### src/hw/rtl/swmc_pkg.sv
package swmc_pkg;

  localparam int SAMPLE_W   = 32;
  localparam int TERM_W     = SAMPLE_W + 1;  // room to negate the most negative sample
  localparam int COST_W     = 38;
  localparam int WLEN_W     = 7;
  localparam int MAX_WINDOW = 64;

  localparam logic [WLEN_W-1:0] WLEN_RESET = 7'd1;

  // Per-cell status handed up the chain
  typedef struct packed {
    logic le;   // occupied and value <= incoming sample
    logic rbe;  // the dropped entry sits at or below this cell
  } swmc_link_t;

endpackage

### src/hw/rtl/swmc_cell.sv
module swmc_cell #(
  parameter int Idx  = 0,
  parameter int AgeW = 6,
  parameter int CntW = 7
) (
  input  logic                                  clk,
  input  logic                                  en,
  input  logic signed [swmc_pkg::SAMPLE_W-1:0]  sample,
  input  logic [CntW-1:0]                       fill,
  input  logic                                  full,
  input  logic [AgeW-1:0]                       drop_age,
  input  logic [CntW-1:0]                       win_len,
  input  logic [CntW-1:0]                       low_cnt,
  input  swmc_pkg::swmc_link_t                  lo_link,
  input  logic signed [swmc_pkg::SAMPLE_W-1:0]  lo_val,
  input  logic [AgeW-1:0]                       lo_age,
  input  logic                                  hi_le,
  input  logic signed [swmc_pkg::SAMPLE_W-1:0]  hi_val,
  input  logic [AgeW-1:0]                       hi_age,
  output swmc_pkg::swmc_link_t                  link,
  output logic signed [swmc_pkg::SAMPLE_W-1:0]  val_r,
  output logic [AgeW-1:0]                       age_r,
  output logic signed [swmc_pkg::TERM_W-1:0]    term
);
  import swmc_pkg::*;

  localparam logic [CntW-1:0] IdxC = CntW'(Idx);

  logic                       occ;
  logic                       le;
  logic                       drop;
  logic                       rbe;
  logic                       lep_cur;
  logic                       lep_prev;
  logic signed [SAMPLE_W-1:0] sp_cur_val;
  logic signed [SAMPLE_W-1:0] sp_prev_val;
  logic [AgeW-1:0]            sp_cur_age;
  logic [AgeW-1:0]            sp_prev_age;
  logic signed [SAMPLE_W-1:0] val_nxt;
  logic [AgeW-1:0]            age_nxt;
  logic signed [TERM_W-1:0]   val_ext;

  assign occ  = IdxC < fill;
  assign le   = occ && (val_r <= sample);
  assign drop = full && occ && (age_r == drop_age);
  assign rbe  = lo_link.rbe | drop;
  assign link = '{le: le, rbe: rbe};

  // Entry at this slot and the one below once the oldest word is dropped
  assign sp_cur_val  = rbe ? hi_val : val_r;
  assign sp_cur_age  = rbe ? hi_age : age_r;
  assign sp_prev_val = lo_link.rbe ? val_r : lo_val;
  assign sp_prev_age = lo_link.rbe ? age_r : lo_age;
  assign lep_cur     = rbe ? hi_le : le;
  assign lep_prev    = lo_link.rbe ? le : lo_link.le;

  always_comb begin
    if (lep_cur) begin
      val_nxt = sp_cur_val;
      age_nxt = sp_cur_age + AgeW'(1);
    end else if (lep_prev) begin
      val_nxt = sample;
      age_nxt = '0;
    end else begin
      val_nxt = sp_prev_val;
      age_nxt = sp_prev_age + AgeW'(1);
    end
  end

  always_ff @(posedge clk) begin
    if (en) begin
      val_r <= val_nxt;
      age_r <= age_nxt;
    end
  end

  // Lower half counts negative, upper half positive; an odd window's median cancels out
  assign val_ext = {val_r[SAMPLE_W-1], val_r};

  always_comb begin
    if (IdxC >= win_len) begin
      term = '0;
    end else if (IdxC < low_cnt) begin
      if (win_len[0] && (IdxC == low_cnt - CntW'(1))) begin
        term = '0;
      end else begin
        term = -val_ext;
      end
    end else begin
      term = val_ext;
    end
  end

endmodule

### config.mk
export PLATFORM = sky130hd
export DESIGN_NAME = swmc_cell
export DESIGN_NICKNAME = d
export VERILOG_FILES = /design/src/hw/rtl/swmc_pkg.sv /design/src/hw/rtl/swmc_cell.sv
export SDC_FILE = /design/constraint.sdc
export NUM_CORES = 1
export LEC_CHECK = 0
export BUFFER_PORTS_ARGS = -buffer_cell sky130_fd_sc_hd__buf_2
export CAP_MARGIN = 0
export CORE_AREA = 2 2 95 97
export DETAILED_ROUTE_END_ITERATION = 12
export DIE_AREA = 0 0 97 99
export HOLD_SLACK_MARGIN = 0.02
export PLACE_DENSITY = 0.87
export SYNTH_ARGS = -nofsm -noshare
export SYNTH_HDL_FRONTEND = slang
export SYNTH_SLANG_ARGS = --single-unit
### constraint.sdc
create_clock -name clk -period 10.3 [get_ports clk]
set_input_delay 2.06 -clock clk [delete_from_list [all_inputs] [get_ports clk]]
set_output_delay 2.06 -clock clk [all_outputs]
set_load 0.03 [all_outputs]
After elaboration in Yosys (flattened, before gate mapping)

Cells that the tools add are included.

$add $sub $neg: 4
Magnitude comparators: 4
Equal/unequal tests: 3
Muxes and demuxes: 13
Bitwise operators: 1
Reductions and logical operators: 6

Operators with widths:

| kind                                                             | count |
|---|---|
| two-way mux 32 bit                                               | 4 |
| two-way mux 33 bit                                               | 3 |
| negator 32 -> 33 bit                                             | 1 |
| <= comparator 32 bit                                             | 1 |
| two-way mux 6 bit                                                | 4 |
| less-than comparator 1 x 7 -> 1 bit, first input constant        | 2 |
| adder 6 x 1 -> 6 bit, second input constant                      | 2 |
| greater-or-equal comparator 1 x 7 -> 1 bit, first input constant | 1 |
| logical NOT 7 bit                                                | 1 |
| subtractor 7 x 1 -> 7 bit, second input constant                 | 1 |
| == test 6 bit                                                    | 1 |
| logical AND 1 bit                                                | 4 |
| != test 3 x 1 -> 1 bit, second input constant                    | 1 |
| AND reduction 3 bit                                              | 1 |
| two-way mux 1 bit                                                | 2 |
| != test 2 bit, second input constant                             | 1 |
| OR 1 bit                                                         | 1 |

Register bits: 38
Input bits: 141
Output and inout port bits: 73
Word-level logic and storage cells: 33

Depth between registers and ports, before layout

Gate-level depths: netlist of run 1.

Depth in word-level cells: 7
Gate-level depth with buffers: 11

Worst setup path after synthesis of run 1

No wires, ideal clock.

Path type: input to output
Start: in sample[1] (netlist bit)
End: out link[1] (netlist bit)
Arrival: 3.619 ns
Required time: 8.240 ns
Path slack: 4.621 ns
Stages: 9
Buffers on the path: 1
Path through: inv_1 -> ha_1 -> nor2b_1 -> o211ai_1 -> a21boi_2 -> o41a_2 -> o21bai_2 -> and2_1 -> buf_4

Word-level cells in the longest chain between the ends: 2

RTL lines:

| element              | RTL line        | RTL |
|---|---|---|
| start: declaration   | swmc_cell.sv:8  | `input logic signed [swmc_pkg::SAMPLE_W-1:0] sample,` |
| <= comparator 32 bit | swmc_cell.sv:44 | `assign le = occ && (val_r <= sample);` |
| logical AND 1 bit    | swmc_cell.sv:44 |  |
| end: declaration     | swmc_cell.sv:20 | `output swmc_pkg::swmc_link_t link,` |

No other way between the ends.

==> metrics.txt, run 1 <==
area of the mapped netlist 0.00430 mm^2; CP Class input port to output port; I/O pin count 214; GP Congestion 0.834; Flop pwr share 33.6%; max-cap viol count 0; initial detailed-routing violation count 173; CP required 8240 ps; final worst path period need 6090 ps; die span in y 99 um; Hold Crit Start age_r[0]$_DFFE_PP_; row count 34; Syn Inst Count 451; CP peak stage delay 490 ps; total wire length 13200 um; setup violators final 0; Core Box Area 0.00855 mm^2; Async SR Flop Fraction 0%; skew final 11.2 ps; Die Wd 97 um; GRT Total Usage 26.7%; PD cells 128 mW/mm^2; critical path's most frequent cell buf_2; Worst Max-Slew Pin Slew 1120 ps; fin. max-slew vios 0; CTS resizes 0; postcts setup bufs 0; Slew Limit Headroom 25.5%; worst skew pair latency 300 ps; number of flops mapped to enable cells by yosys 38; vias per cell 5.53; CTS tree yes; post-synth cell types 50; DR vias 4241; DRT Pass-1 Iters 5; Detail Placement HPWL 10700 um; Fill cells 706; Fin. Hold Viols 0; LEAKAGE 2.74 nW; # H-tree levels 2; pin count of the biggest net entering global routing 34; CTS sink count 38; switching pwr 0.304 mW; crit end category output port; residual DRC count 0; part of the power in combinational logic 51.4%; die area 0.00960 mm^2; Mapped Avg Cell Area 9.54 um^2; clock input transition at the sequential cells of the worst setup and hold paths 80 ps; maximum clock rate 164 MHz; share of cells above drive strength 1 46.7%; worst reg2reg path depth 9; Final Cycle Share 59.1%; root buf cell clkbuf_8; status completed; worst ir drop on vdd 75.0 uV; Hold WC Path Type flop to flop; WL/cell 17.2 um; Starting Density 50.3%; antenna-violating nets left 0; gr ovfl total 0; CTS Hold Bufs 0; synth warn 0; clock power share 15.0%; syn_nets 627; Yosys reg bits 38; crit start category input port; FF-to-FF setup slack 6320 ps; Sw Ratio 43.0%; Data arrival, critical path 4030 ps; Num CTS Buffers 5; WHS Endpoint age_r[0]$_DFFE_PP_; crit-path cells buf_2, inv_1, ha_1, nor2b_1, o211ai_1, a21boi_2, o41a_2, o21bai_2, and2_1, buf_2; Port Buf Inserts 213; Clock Tree Buf Depth 2; r2r endpoint val_r[15]$_DFFE_PP_; Int Pwr 0.403 mW; Area Overhead vs Synth 28.4%; Finished Core Util 64.6%; critical path peak fanout 3; # nets final 834; number of antenna diodes 0; initial antenna violation count 0; worst r2r src val_r[15]$_DFFE_PP_; first-pass GRT wire length 20700 um; setup TNS 0 ps; vias in the first global route 4393; hold depth 2; RSZ-0062 raised after global routing false; sequential share of the synthesized area 26.5%; Worst path slowest cell o41a_2; Top FF cell, synth edfxtp_1
## critical path, delay by kind of cell
kind	cells	cell delay, ps
buffers and inverters	3	340
adders and majority gates	1	290
and+or+nand+nor	2	320
AOI/OAI and AO/OA	4	1020
## routing by layer
layer  up-vias  global-route usage (%)  wire, um
met4         0                    8.67       238
li1       2032                       -         -
met3        20                    5.39      1030
met5         -                       0         0
met2       222                    49.8      6850
met1      1967                    30.5      5050
## cells by family (layout without fill, tap and decap cells)
group | after synthesis | after routing | synth area share, %
AND/OR/NAND/NOR | 125 | 125 | 14.8
multiplexers | 82 | 82 | 23.6
AO/OA/AOI/OAI | 68 | 68 | 9.65
buffers and inverters | 61 | 269 | 6.66
XOR/XNOR | 42 | 42 | 8.55
flip-flops | 38 | 38 | 26.5
adder cells (fa/ha/maj) | 35 | 35 | 10.2
## synth_stat cells (2+ instances only)
| master | instances | area [um^2] |
|---|---|---|
| nand4_1 | 6 | 37.5 |
| or3_1 | 4 | 25.0 |
| xnor2_1 | 24 | 210 |
| mux2_4 | 28 | 420 |
| o41ai_1 | 2 | 17.5 |
| buf_4 | 3 | 22.5 |
| and4_1 | 4 | 35.0 |
| nor4_2 | 4 | 50.1 |
| nor2_1 | 46 | 173 |
| ha_1 | 35 | 438 |
| nand3b_1 | 2 | 15.0 |
| mux2_2 | 40 | 450 |
| o21ai_0 | 11 | 55.1 |
| o31ai_1 | 4 | 30.0 |
| clkbuf_1 | 6 | 22.5 |
| xor2_1 | 18 | 158 |
| inv_1 | 43 | 161 |
| mux2_1 | 5 | 56.3 |
| nor4_1 | 7 | 43.8 |
| edfxtp_1 | 38 | 1140 |
| a31oi_1 | 2 | 12.5 |
| nand2_1 | 20 | 75.1 |
| mux2i_1 | 9 | 90.1 |
| buf_2 | 4 | 20.0 |
| a21oi_1 | 35 | 175 |
| buf_6 | 4 | 45.0 |
| and2_1 | 4 | 25.0 |
| nand3_1 | 10 | 50.1 |
| nand2b_1 | 2 | 12.5 |
| nor3_1 | 11 | 55.1 |
## placed cells by master, fill, tap and decap left out, types with 9 or more instances in the layout
master and n:
nand2_1 20, mux2_4 28, mux2i_1 9, mux2_2 40, nor3_1 11, a21oi_1 35
o21ai_0 11, nand3_1 10, xnor2_1 24, ha_1 35, edfxtp_1 38, buf_2 213
nor2_1 46, xor2_1 18, inv_1 43
## registers in the layout (all words and copies together), names as in the netlist
register,cells
age_r,6
val_r,32
## metrics by stage
stage	instances	instance area [um^2]	hold slack (ps)	setup WS [ps]	power [mW]
final	767	5530	907	4210	0.708
after global routing	767	5530	961	4160	0.747
after CTS	767	5530	914	4260	0.710
after detailed placement	759	5440	901	4270	0.603
after global placement	759	5440	861	4310	0.589
after floorplan	451	4300	1020	4620	0.491
## worst max-delay path by stage
| stage | start | endpoint | slack, ps | depth (start not counted) |
|---|---|---|---|---|
| 2_1_floorplan | sample[1] | link[1] | 4620 | 9 |
| 3_3_place_gp | sample[23] | link[1] | 4310 | 9 |
| 3_5_place_dp | sample[1] | link[1] | 4270 | 10 |
| 4_1_cts | sample[1] | link[1] | 4260 | 10 |
| 5_1_grt | sample[23] | link[1] | 4160 | 9 |
| 6_report | sample[1] | link[1] | 4210 | 10 |
## power by group through the flow
stage,Combinational (mW),Clock (mW),Sequential (mW)
6_report,0.364,0.106,0.238
5_1_grt,0.391,0.114,0.242
4_1_cts,0.364,0.109,0.237
3_5_place_dp,0.362,0,0.241
3_3_place_gp,0.350,0,0.239
2_1_floorplan,0.220,0,0.272
## final cells by class
class	count	area, um^2	area share [%]
Multi-Input combinational cell	352	2890	52.4
Sequential cell	38	1140	20.7
Inverter	43	161	2.92
Tap cell	108	135	2.45
Clock buffer	5	68.8	1.25
Clock inverter	3	21.3	0.385
Timing Repair Buffer	218	1100	20.0
Power figures use the tool's default switching activity.
==> run 2, diff against run 1 <==
--- a/config.mk
+++ b/config.mk
@@ -7,11 +7,11 @@
 export LEC_CHECK = 0
 export BUFFER_PORTS_ARGS = -buffer_cell sky130_fd_sc_hd__buf_2
 export CAP_MARGIN = 0
-export CORE_AREA = 2 2 95 97
+export CORE_AREA = 2 2 99 101
 export DETAILED_ROUTE_END_ITERATION = 12
-export DIE_AREA = 0 0 97 99
+export DIE_AREA = 0 0 101 103
 export HOLD_SLACK_MARGIN = 0.02
-export PLACE_DENSITY = 0.87
+export PLACE_DENSITY = 0.81
 export SYNTH_ARGS = -nofsm -noshare
 export SYNTH_HDL_FRONTEND = slang
 export SYNTH_SLANG_ARGS = --single-unit
==> constraint.sdc (replaced) <==
create_clock -name clk -period 6.07 [get_ports clk]
set_input_delay 1.214 -clock clk [delete_from_list [all_inputs] [get_ports clk]]
set_output_delay 1.214 -clock clk [all_outputs]
set_load 0.03 [all_outputs]
==> run 2 against run 1 <==
Clock power up 150%. Count of clock-buffer cells in the layout unchanged. First-iteration DRC count down 34%. Clock skew down 3.2 ps. Critical path depth down 1. Combinational power up 69%. Critical endpoint unchanged.
==> metrics.txt, run 2 (synthesis gave the netlist of run 1 again) <==
status completed; Num CTS Buffers 5; vias per cell 5.41; die area 0.0104 mm^2; CP required 4860 ps; biggest regs val_r x32, age_r x6; CP Class input port to output port; commonest non-fill, non-tap cell in the layout buf_2; GP Congestion 0.917; skew final 8.02 ps; crit-path cells buf_2, inv_1, ha_1, and4_1, nor4bb_1, a32o_1, o21bai_2, and2_1, buf_2; Clock Tree Buf Depth 2; Detail Placement HPWL 10500 um; Final Cell Area 0.00559 mm^2; Placed Instances 767; WL/cell 16.5 um; Finished Core Util 59.1%; pin count of the biggest net entering global routing 33; Area Overhead vs Synth 29.9%; Port Buf Inserts 213; number of antenna diodes 0; Final Power 1.28 mW; Fin. Hold Viols 0; antenna-violating nets left 0; worst skew pair latency 290 ps; commonest non-fill, non-tap cells in the layout buf_2 (213), nor2_1 (46), inv_1 (43); Hold Crit Start age_r[0]$_DFFE_PP_; postcts setup bufs 0; maximum clock rate 224 MHz; critical path's most frequent cell buf_2; RSZ-0062 raised after global routing false; r2r endpoint val_r[14]$_DFFE_PP_; Data arrival, critical path 3260 ps; Hold WC Path Type flop to flop; Core Box Area 0.00946 mm^2; CTS sink count 38; setup TNS 0 ps; share of cells above drive strength 1 46.7%; DR vias 4192; Starting Density 45.5%; setup violators final 0; vias in the first global route 4105; crit end category output port; CTS resizes 0; root buf cell clkbuf_8; Fill cells 837; PD cells 229 mW/mm^2; Layout Cells excl Fill 775; flip-flop count of the largest register after layout 32; Worst path slowest cell nor4bb_1; GRT Total Usage 23.3%; WHS Endpoint age_r[0]$_DFFE_PP_; Worst Max-Slew Pin Slew 828 ps; CTS Hold Bufs 0; Slew Limit Headroom 44.8%; crit start category input port; worst reg2reg path depth 8; max-cap viol count 0; residual DRC count 0; worst ir drop on vdd 116 uV; FF-to-FF setup slack 2590 ps; # nets final 836; worst r2r src val_r[11]$_DFFE_PP_; fin. max-slew vios 0; Final Cycle Share 73.7%; placed cell areas 0.00546 mm^2; hold depth 2; critical path peak fanout 3; initial antenna violation count 0; total wire length 12800 um; first-pass GRT wire length 19100 um; I/O pin count 214; initial detailed-routing violation count 114; gr ovfl total 0; row count 36; DRT Pass-1 Iters 4; Top reg by flops val_r; clock input transition at the sequential cells of the worst setup and hold paths 80 ps; Die Wd 101 um; final worst path period need 4470 ps; CP peak stage delay 530 ps; LEAKAGE 2.77 nW; # H-tree levels 2; CTS tree yes; die span in y 103 um
[run 2: cell count changes in the layout (fill, tap and decap cells not counted)]
cell        change
buf_4           +2
bufinv_16       +2
clkinv_1        +1
clkinv_2        -1
clkinv_4        -1
clkinvlp_4      -1
[run 2: how the worst max path moves through the flow]
stage	slack [ps]	endpoint	startpoint
2_1_floorplan	2080	link[1]	sample[1]
3_3_place_gp	1670	link[1]	sample[23]
3_5_place_dp	1620	link[1]	sample[23]
4_1_cts	1600	link[1]	sample[23]
5_1_grt	1430	link[1]	sample[21]
6_report	1600	link[1]	sample[21]
[run 2: critical path, delay by kind of cell]
| family | cells | cell delay (ps) |
|---|---|---|
| simple gates | 3 | 980 |
| buf+inv | 3 | 340 |
| fa+ha+maj | 1 | 290 |
| compound gates | 2 | 430 |
[run 2: area by class of cell]
class	count	area [um^2]	share of cell area (%)
multi-input cells	352	2890	51.8
flip-flops and latches	38	1140	20.4
repair buffers	220	1120	20.0
inverters	43	161	2.89
well taps	114	143	2.55
clock buffers	5	68.8	1.23
clock inverters	3	63.8	1.14
[run 2: power breakdown]
part	switching (mW)	internal, mW	leakage [nW]
registers	0.0594	0.344	0.366
logic	0.354	0.260	2.34
clock network	0.0980	0.163	0.0658
[run 2: per-stage QoR]
stage	hold WS, ps	setup WS, ps
global placement	885	1670
floorplan	1020	2080
finish	891	1600
global route	942	1430
CTS	892	1600
detailed placement	871	1620
[run 2: layer usage]
| layer | global-route usage (%) | part of all wire, % | vias to the layer above |
|---|---|---|---|
| met2 | 44.6 | 52 | 165 |
| met3 | 3.46 | 5.6 | 15 |
| met5 | 0 | 0 | - |
| met4 | 6.13 | 1.3 | 0 |
| met1 | 27.2 | 41 | 1972 |
| li1 | - | - | 2040 |
==> run 3, diff against run 2 <==
==> constraint.sdc (replaced) <==
create_clock -name clk -period 4.15 [get_ports clk]
set_input_delay 0.83 -clock clk [delete_from_list [all_inputs] [get_ports clk]]
set_output_delay 0.83 -clock clk [all_outputs]
set_load 0.03 [all_outputs]
==> run 3 against run 2 <==
Global-route usage is 0.80 points higher. Power is 48% higher. Flip-flop and latch count stayed put. Critical path depth stayed put. Sequential power is 46% higher. Worst setup slack worse by 1300 ps. Die area stayed put. Via count is 2.2% higher. Critical endpoint is now term[28]. Largest cell class unchanged. Largest power group unchanged.
==> metrics.txt, run 3 (synthesis gave the netlist of run 1 again) <==
status completed; CP Class flop to output port; row count 36; GP Congestion 0.917; antenna-violating nets left 0; commonest non-fill, non-tap cell in the layout buf_2; initial detailed-routing violation count 181; number of antenna diodes 0; area of the multi-input gates 0.00289 mm^2; maximum clock rate 260 MHz; Layout Cells excl Fill 777; hold depth 2; pin count of the biggest net entering global routing 33; Core Box Area 0.00946 mm^2; Die Wd 101 um; Starting Density 45.5%; Final Cell Area 0.00562 mm^2; LEAKAGE 2.79 nW; die area 0.0104 mm^2; # H-tree levels 2; sequential standard cell area 0.00114 mm^2; Slew Limit Headroom 44.9%; CTS Hold Bufs 0; Detail Placement HPWL 10800 um; first-pass GRT wire length 19700 um; DR vias 4286; Final Cycle Share 92.8%; max-cap viol count 0; commonest non-fill, non-tap cells in the layout buf_2 (213), nor2_1 (46), inv_1 (43); total wire length 13300 um; Placed Instances 769; switching pwr 0.762 mW; crit end category output port; die span in y 103 um; worst r2r src val_r[31]$_DFFE_PP_; worst slack, placed 330 ps; Port Buf Inserts 213; WHS Endpoint val_r[12]$_DFFE_PP_; share of cells above drive strength 1 46.9%; RSZ-0062 raised after global routing false; Flop pwr share 31.2%; post-route setup slack 297 ps; Area Overhead vs Synth 30.5%; Top reg by flops val_r; Hold WC Path Type input port to flop; Int Pwr 1.13 mW; Clock Tree Buf Depth 2; critical path peak fanout 6; worst hold-check slack 822 ps; placed cell areas 0.00549 mm^2; initial antenna violation count 1; Sw Ratio 40.4%; FF-to-FF setup slack 750 ps; worst ir drop on vdd 190 uV; worst reg2reg path depth 9; Fill cells 842; # nets final 838; Finished Core Util 59.4%; root buf cell clkbuf_8; postcts setup bufs 0; clock input transition at the sequential cells of the worst setup and hold paths 90 ps; final worst path period need 3850 ps; CTS resizes 0; Data arrival, critical path 3020 ps; CP required 3320 ps; Fin. Hold Viols 0; residual DRC count 0; Num CTS Buffers 5; fin. max-slew vios 0; flip-flop count of the largest register after layout 32; CTS tree yes; vias per cell 5.52; r2r endpoint val_r[14]$_DFFE_PP_; setup TNS 0 ps; skew final 14.0 ps; worst skew pair latency 300 ps; Final Power 1.89 mW; CTS sink count 38; clock power share 20.7%; GRT Total Usage 24.1%; crit start category flop; setup violators final 0; I/O pin count 214; PD cells 336 mW/mm^2; part of the power in combinational logic 48.1%; Hold Crit Start hi_val[12]; biggest regs val_r x32, age_r x6; vias in the first global route 4225; WL/cell 17.1 um; Worst Max-Slew Pin Slew 826 ps; gr ovfl total 0; DRT Pass-1 Iters 4
## run 3: changes by cell type in the layout (fill, tap and decap cells not counted)
cell,before,now
buf_12,0,1
buf_4,7,8
## run 3: layout make-up
cell class | instances | share of cell area, %
clock buffers | 5 | 1.22
clock inverters | 3 | 1.14
inverters | 43 | 2.87
multi-input cells | 352 | 51.5
flip-flops and latches | 38 | 20.3
well taps | 114 | 2.54
repair buffers | 222 | 20.4
## run 3: metal layers
metal	vias up	track usage, %	routed length (um)
met2	199	45.5	6900
li1	2044	-	-
met5	-	0	16
met4	2	7.17	173
met3	18	3.53	788
met1	2023	28.3	5440
## run 3: worst max path at each step
| stage | depth (start not counted) | startpoint | slack (ps) | endpoint |
|---|---|---|---|---|
| final | 9 | val_r[7]$_DFFE_PP_ | 300 | term[28] |
| after global routing | 9 | val_r[7]$_DFFE_PP_ | 90 | term[28] |
| after CTS | 9 | val_r[7]$_DFFE_PP_ | 310 | term[28] |
| after detailed placement | 11 | sample[31] | 330 | val_r[3]$_DFFE_PP_ |
| after global placement | 11 | sample[31] | 390 | val_r[15]$_DFFE_PP_ |
| after floorplan | 9 | sample[1] | 660 | val_r[0]$_DFFE_PP_ |
## run 3: worst max-delay path: stages, from the launching register on
cell and delay [ps]:
edfxtp_1 500, nor4_1 640, nand4_1 250, nor4_1 300, buf_4 200, and2_1 230, a21oi_1 120, xnor2_1 140
nor2_1 120, buf_2 210
## run 3: power by group through the flow
stage | Combinational (mW) | Clock (mW) | Sequential, mW
finish | 0.908 | 0.391 | 0.589
floorplan | 0.545 | 0 | 0.674
global route | 0.976 | 0.406 | 0.597
detailed placement | 0.904 | 0 | 0.595
global placement | 0.877 | 0 | 0.592
CTS | 0.907 | 0.390 | 0.587
